**src/hw/rtl/assert_macros.svh**
```systemverilog
// Assertion macros included by the RTL file that carries concurrent checks.
`ifndef ASSERT_MACROS_SVH
`define ASSERT_MACROS_SVH

// Check a property at every rising clock edge outside reset.
`define ASSERT_CLK(lbl, clk, rst_n, prop, msg) \
    lbl: assert property (@(posedge clk) disable iff (!(rst_n)) (prop)) else $error(msg);

// Check a property at every rising clock edge, reset included.
`define ASSERT_ALWAYS(lbl, clk, prop, msg) \
    lbl: assert property (@(posedge clk) (prop)) else $error(msg);

`endif

```
**src/hw/rtl/exctp_ram.sv**
```systemverilog
// Generic single-write, single-read synchronous RAM with a registered read port.
module exctp_ram #(
    parameter int WIDTH = 8,
    parameter int DEPTH = 16
) (
    input  logic                                      i_clk,
    input  logic                                      i_we,
    input  logic [((DEPTH > 1) ? $clog2(DEPTH) : 1)-1:0] i_waddr,
    input  logic [WIDTH-1:0]                          i_wdata,
    input  logic                                      i_re,
    input  logic [((DEPTH > 1) ? $clog2(DEPTH) : 1)-1:0] i_raddr,
    output logic [WIDTH-1:0]                          o_rdata
);

    logic [WIDTH-1:0] r_mem [DEPTH];
    logic [WIDTH-1:0] r_rdata;

    always_ff @(posedge i_clk) begin
        if (i_we) begin
            r_mem[i_waddr] <= i_wdata;
        end
        if (i_re) begin
            r_rdata <= r_mem[i_raddr];
        end
    end

    assign o_rdata = r_rdata;

endmodule

```
**config.mk**
```make
export PLATFORM = sky130hd
export DESIGN_NAME = exctp_ram
export DESIGN_NICKNAME = d
export VERILOG_FILES = /design/src/hw/rtl/assert_macros.svh /design/src/hw/rtl/exctp_ram.sv
export SDC_FILE = /design/constraint.sdc
export NUM_CORES = 1
export LEC_CHECK = 0
export BUFFER_PORTS_ARGS = -buffer_cell sky130_fd_sc_hd__clkbuf_2
export CAP_MARGIN = 20
export CORE_AREA = 2 2 100 126
export CTS_BUF_LIST = sky130_fd_sc_hd__clkbuf_2 sky130_fd_sc_hd__clkbuf_4 sky130_fd_sc_hd__clkbuf_8
export CTS_CLUSTER_SIZE = 20
export DETAILED_ROUTE_END_ITERATION = 7
export DIE_AREA = 0 0 102 128
export GPL_ROUTABILITY_DRIVEN = 0
export SYNTH_ARGS = -nofsm -noshare
export SYNTH_HDL_FRONTEND = slang
export SYNTH_SLANG_ARGS = --single-unit
export TNS_END_PERCENT = 5
```
**constraint.sdc**
```tcl
create_clock -name i_clk -period 2.3 [get_ports i_clk]
set_clock_uncertainty 0.15 [all_clocks]
set_input_delay 0.345 -clock i_clk [delete_from_list [all_inputs] [get_ports i_clk]]
set_output_delay 0.345 -clock i_clk [all_outputs]
set_load 0.01 [all_outputs]
```
-- After elaboration in Yosys (flattened, before gate mapping)
Memories as Yosys holds them, arrays and structs flattened. A register that Yosys moved wholly into a read port is not among the register bits.
Cells that the tools add are included.
- word-level logic and storage cells: 3
- output and inout bits: 8
- ROM bits: 0
- RAM bits: 128
- memories: 1
- input bits: 19
- bits in registers: 0
- bits in latches: 0
- reductions and logical operators: 0
- $add $sub $neg: 0
- $mul: 0
- mux-type cells: 2
- equality and inequality tests: 0
- div/mod/pow operators: 0
- bitwise logic cells: 0
- $lt $le $gt $ge: 0
- shifts and indexed selects: 0
- memory list (name ; words ; width ; rd ports ; clocked after memory_dff ; wr ports ; line ; RTL):
    r_mem ; 16 ; 8 ; 1 ; 1 ; 1 ; exctp_ram.sv:15 ; logic [WIDTH-1:0] r_mem [DEPTH];
- operators with widths (kind ; number):
    two-way mux 1 bit ; 2

-- Depth between registers and ports, before layout
- depth in word-level cells: 2
- gate-level depth with buffers: 5
- gate-level depth less buffers: 3

-- Least setup slack after synthesis
Ideal clock, no wire load.
- path kind: input to register
- from: input i_waddr[2] (netlist bit)
- to: memory r_mem[0][0] (enable)
- arrival time: 1.455 ns
- setup time: 0.383 ns
- cell stages on the path: 2
- buffers on the path: 0
- slack: 0.312 ns
- cell sequence: or3b_2 -> nor3_1
- RTL lines (element ; line ; RTL):
    start: declaration ; exctp_ram.sv:8 ; input logic [((DEPTH > 1) ? $clog2(DEPTH) : 1)-1:0] i_waddr,
    end: declaration ; exctp_ram.sv:15 ;
No word-level cell before the write port.

==> impl_metrics.py <==
metrics = {
    "clocking": {
        "tritoncts": "yes",
        "cts_made_buffers": 17,
        "cts.htree.levels": 4,
        "cts.repair.resized": 0,
        "clkSlewWorstSetupHoldPaths_ps": 70,
        "hold_buffers": 0,
        "insertion_delay_ps": 420,
        "cts_root_buf": "clkbuf_8",
        "cts.sinks": 136,
        "postCtsSetupBuffers": 0,
        "clk_path_buf_depth": 2,
    },
    "yosys": {
        "yosys.area_share.simple_pct": 3.135,
        "ys_seq_area_share_pct": 78.12,
        "yosys.cell_types.count": 18,
        "avgSynthCellArea_sq_um": 22.83,
        "synth_area_sq_mm": 0.005228,
        "synth-compound-area-share_pct": 2.298,
        "yosys_warnings": 0,
        "synth-xor-area-share_pct": 0,
        "ys_seq_elements": 136,
        "muxShareOfSynthArea_pct": 14.79,
        "netlist_instances": 229,
        "synthAdderAreaFrac_pct": 0,
        "synth_top_family_by_area": "multiplexers",
        "syn-num-nets": 248,
    },
    "worst_hold_path": {
        "whs_path_depth": 1,
        "hp-start": "i_re",
        "min_to": "o_rdata[0]$_DFFE_PP_",
        "hold_class": "in -> reg",
    },
    "grt": {
        "grt_pass1_wl_mm": 15.30,
        "grt_max_degree": 17,
        "grt_pass1_vias": 2609,
        "grt_use_total_pct": 17.13,
        "antenna_found_initial": 0,
        "grt.overflow.total": 0,
    },
    "drt": {
        "first_pass_iters": 4,
        "drc": 0,
        "post_drt_wl_per_cell_microns": 21.36,
        "via_per_inst": 5.326,
        "via_count": 2466,
        "wirelength_mm": 9.890,
        "drtIter0Drc": 120,
        "ant_nets": 0,
    },
    "critical_path": {
        "r2r_setup_slack_ps": 660,
        "end_kind": "flop",
        "path_buf_inv": 0,
        "cp_max_fo": 1,
        "required_ps": 2320,
        "crit_arrival_ps": 1660,
        "crit_type": "reg -> reg",
        "start_kind": "flop",
        "path_cells": "mux4_1 > a22oi_1 > nand2_1",
        "crit_family": "multiplexers",
        "critPathSlowestCell": "mux4_1",
        "r2r-start": "r_mem[1][1]$_DFFE_PP_",
        "worstRegToRegCells": 3,
        "r2r-end": "o_rdata[1]$_DFFE_PP_",
        "max_stage_delay_ps": 510,
    },
    "timing": {
        "setup_viol": 0,
        "period_share_pct": 71.26,
        "slew_violations": 0,
        "rsz0062_at_grt": "no",
        "tightest_slew_ps": 545.3,
        "fin_tns_setup_ps": 0,
        "fin_crit_ps": 1639,
        "fmax_mhz": 610.2,
        "hold_ws_ps": 179.9,
        "final_hold_viol_count": 0,
        "max-slew-margin-rel_pct": 63.51,
    },
    "outcome": {
        "status": "complete, no violations",
    },
    "layout": {
        "layout_common_cells": "edfxtp_1, clkbuf_2, buf_4, mux4_2, clkbuf_8",
        "num_antenna_cells": 0,
        "synthToLayoutAreaGrowth_pct": 14.72,
        "drive_above_1_share_pct": 31.44,
        "layout_commonest_cell": "edfxtp_1",
        "fill_cells": 1001,
        "final_nets": 309,
    },
    "power_and_ir_drop": {
        "p_per_area_mw_per_mm2": 761.3,
        "p_leak_nw": 2.020,
        "peakVddDrop_v": 0.0003050,
    },
    "placed_design": {
        "port_buffers": 26,
        "dp_hpwl_mm": 6.611,
    },
    "job": {
        "drv_cap": 0,
    },
    "floorplanning": {
        "die_area_sq_mm": 0.01306,
        "rows": 45,
        "fp.dieW_microns": 102,
        "die_h_microns": 128,
        "pin_count": 27,
        "core-area_sq_mm": 0.01194,
        "initial_core_util_pct": 43.79,
    },
}
-- power breakdown --
| group | switching (mW) | internal, mW | leakage [nW] |
|---|---|---|---|
| logic | 0.148 | 0.115 | 0.629 |
| clock network | 0.781 | 0.715 | 0.155 |
| registers | 0.0144 | 2.79 | 1.24 |
| total | 0.944 | 3.62 | 2.02 |
-- cell usage after synthesis --
| cell type | number | area [sq um] |
|---|---|---|
| and2_1 | 1 | 6.260 |
| and2b_1 | 1 | 7.510 |
| clkdlybuf4s25_2 | 3 | 30.03 |
| nand3_1 | 1 | 5.000 |
| mux4_1 | 14 | 367.9 |
| buf_2 | 3 | 15.01 |
| edfxtp_1 | 136 | 4084 |
| a22oi_1 | 16 | 120.1 |
| nor3_1 | 4 | 20.02 |
| mux4_2 | 18 | 405.4 |
| or3b_2 | 1 | 8.760 |
| buf_4 | 1 | 7.510 |
| nor2_1 | 13 | 48.80 |
| nand2b_1 | 2 | 12.51 |
| buf_6 | 3 | 33.78 |
| nor2b_1 | 1 | 6.260 |
| nand2_1 | 9 | 33.78 |
| nand3b_1 | 2 | 15.01 |
-- stage by stage --
stage	cells	util, %	worst slack (ps)	area, sq um	power [mW]
final	463	50.24	661.1	5997	4.565
after global routing	463	50.24	553.4	5997	4.737
after CTS	463	50.24	645.8	5997	4.617
after detailed placement	435	47.83	255.7	5709	3.130
after global placement	435	47.83	242.4	5709	3.124
after floorplan	229	-	312.1	5228	3.002
-- worst max-delay path by stage --
stage	from	to	slack, ps	cells after the start
after floorplan	i_waddr[2]	r_mem[0][0]$_DFFE_PP_	310	2
after global placement	i_raddr[1]	o_rdata[4]$_DFFE_PP_	240	5
after detailed placement	i_raddr[0]	o_rdata[1]$_DFFE_PP_	260	5
after CTS	r_mem[1][1]$_DFFE_PP_	o_rdata[1]$_DFFE_PP_	650	3
after global routing	r_mem[1][1]$_DFFE_PP_	o_rdata[1]$_DFFE_PP_	550	3
final	r_mem[1][1]$_DFFE_PP_	o_rdata[1]$_DFFE_PP_	660	3
-- kinds of logic after synthesis --
logic type      Yosys count
mux                      32
compound gates           16
buf+inv                  10
simple gates             35
flops                   136
-- worst reg2reg max path: stages (launching register included) --
cell and delay (ps):
edfxtp_1 370, mux4_1 510, a22oi_1 270, nand2_1 90
-- routing by layer --
metal / part of all wire [%] / vias up / global-route usage [%]
li1: - / 1099 / -
met1: 41 / 1282 / 22.43
met2: 53 / 73 / 27.40
met3: 4.6 / 12 / 4.907
met4: 1.3 / 0 / 6.353
met5: 0 / - / 0
-- cell type report --
class / instances / area, sq um / share of cell area (%)
Multi-Input combinational cell: 83 / 1057 / 17.63
Clock buffer: 19 / 249.0 / 4.152
Tap cell: 164 / 205.2 / 3.422
Timing Repair Buffer: 52 / 362.8 / 6.050
Sequential cell: 136 / 4084 / 68.10
Clock inverter: 9 / 38.79 / 0.6468
-- state kept, by name (all words and copies together) (netlist names) --
signal	flops
o_rdata	8
r_mem	128
(Power assumes the default switching activity.)
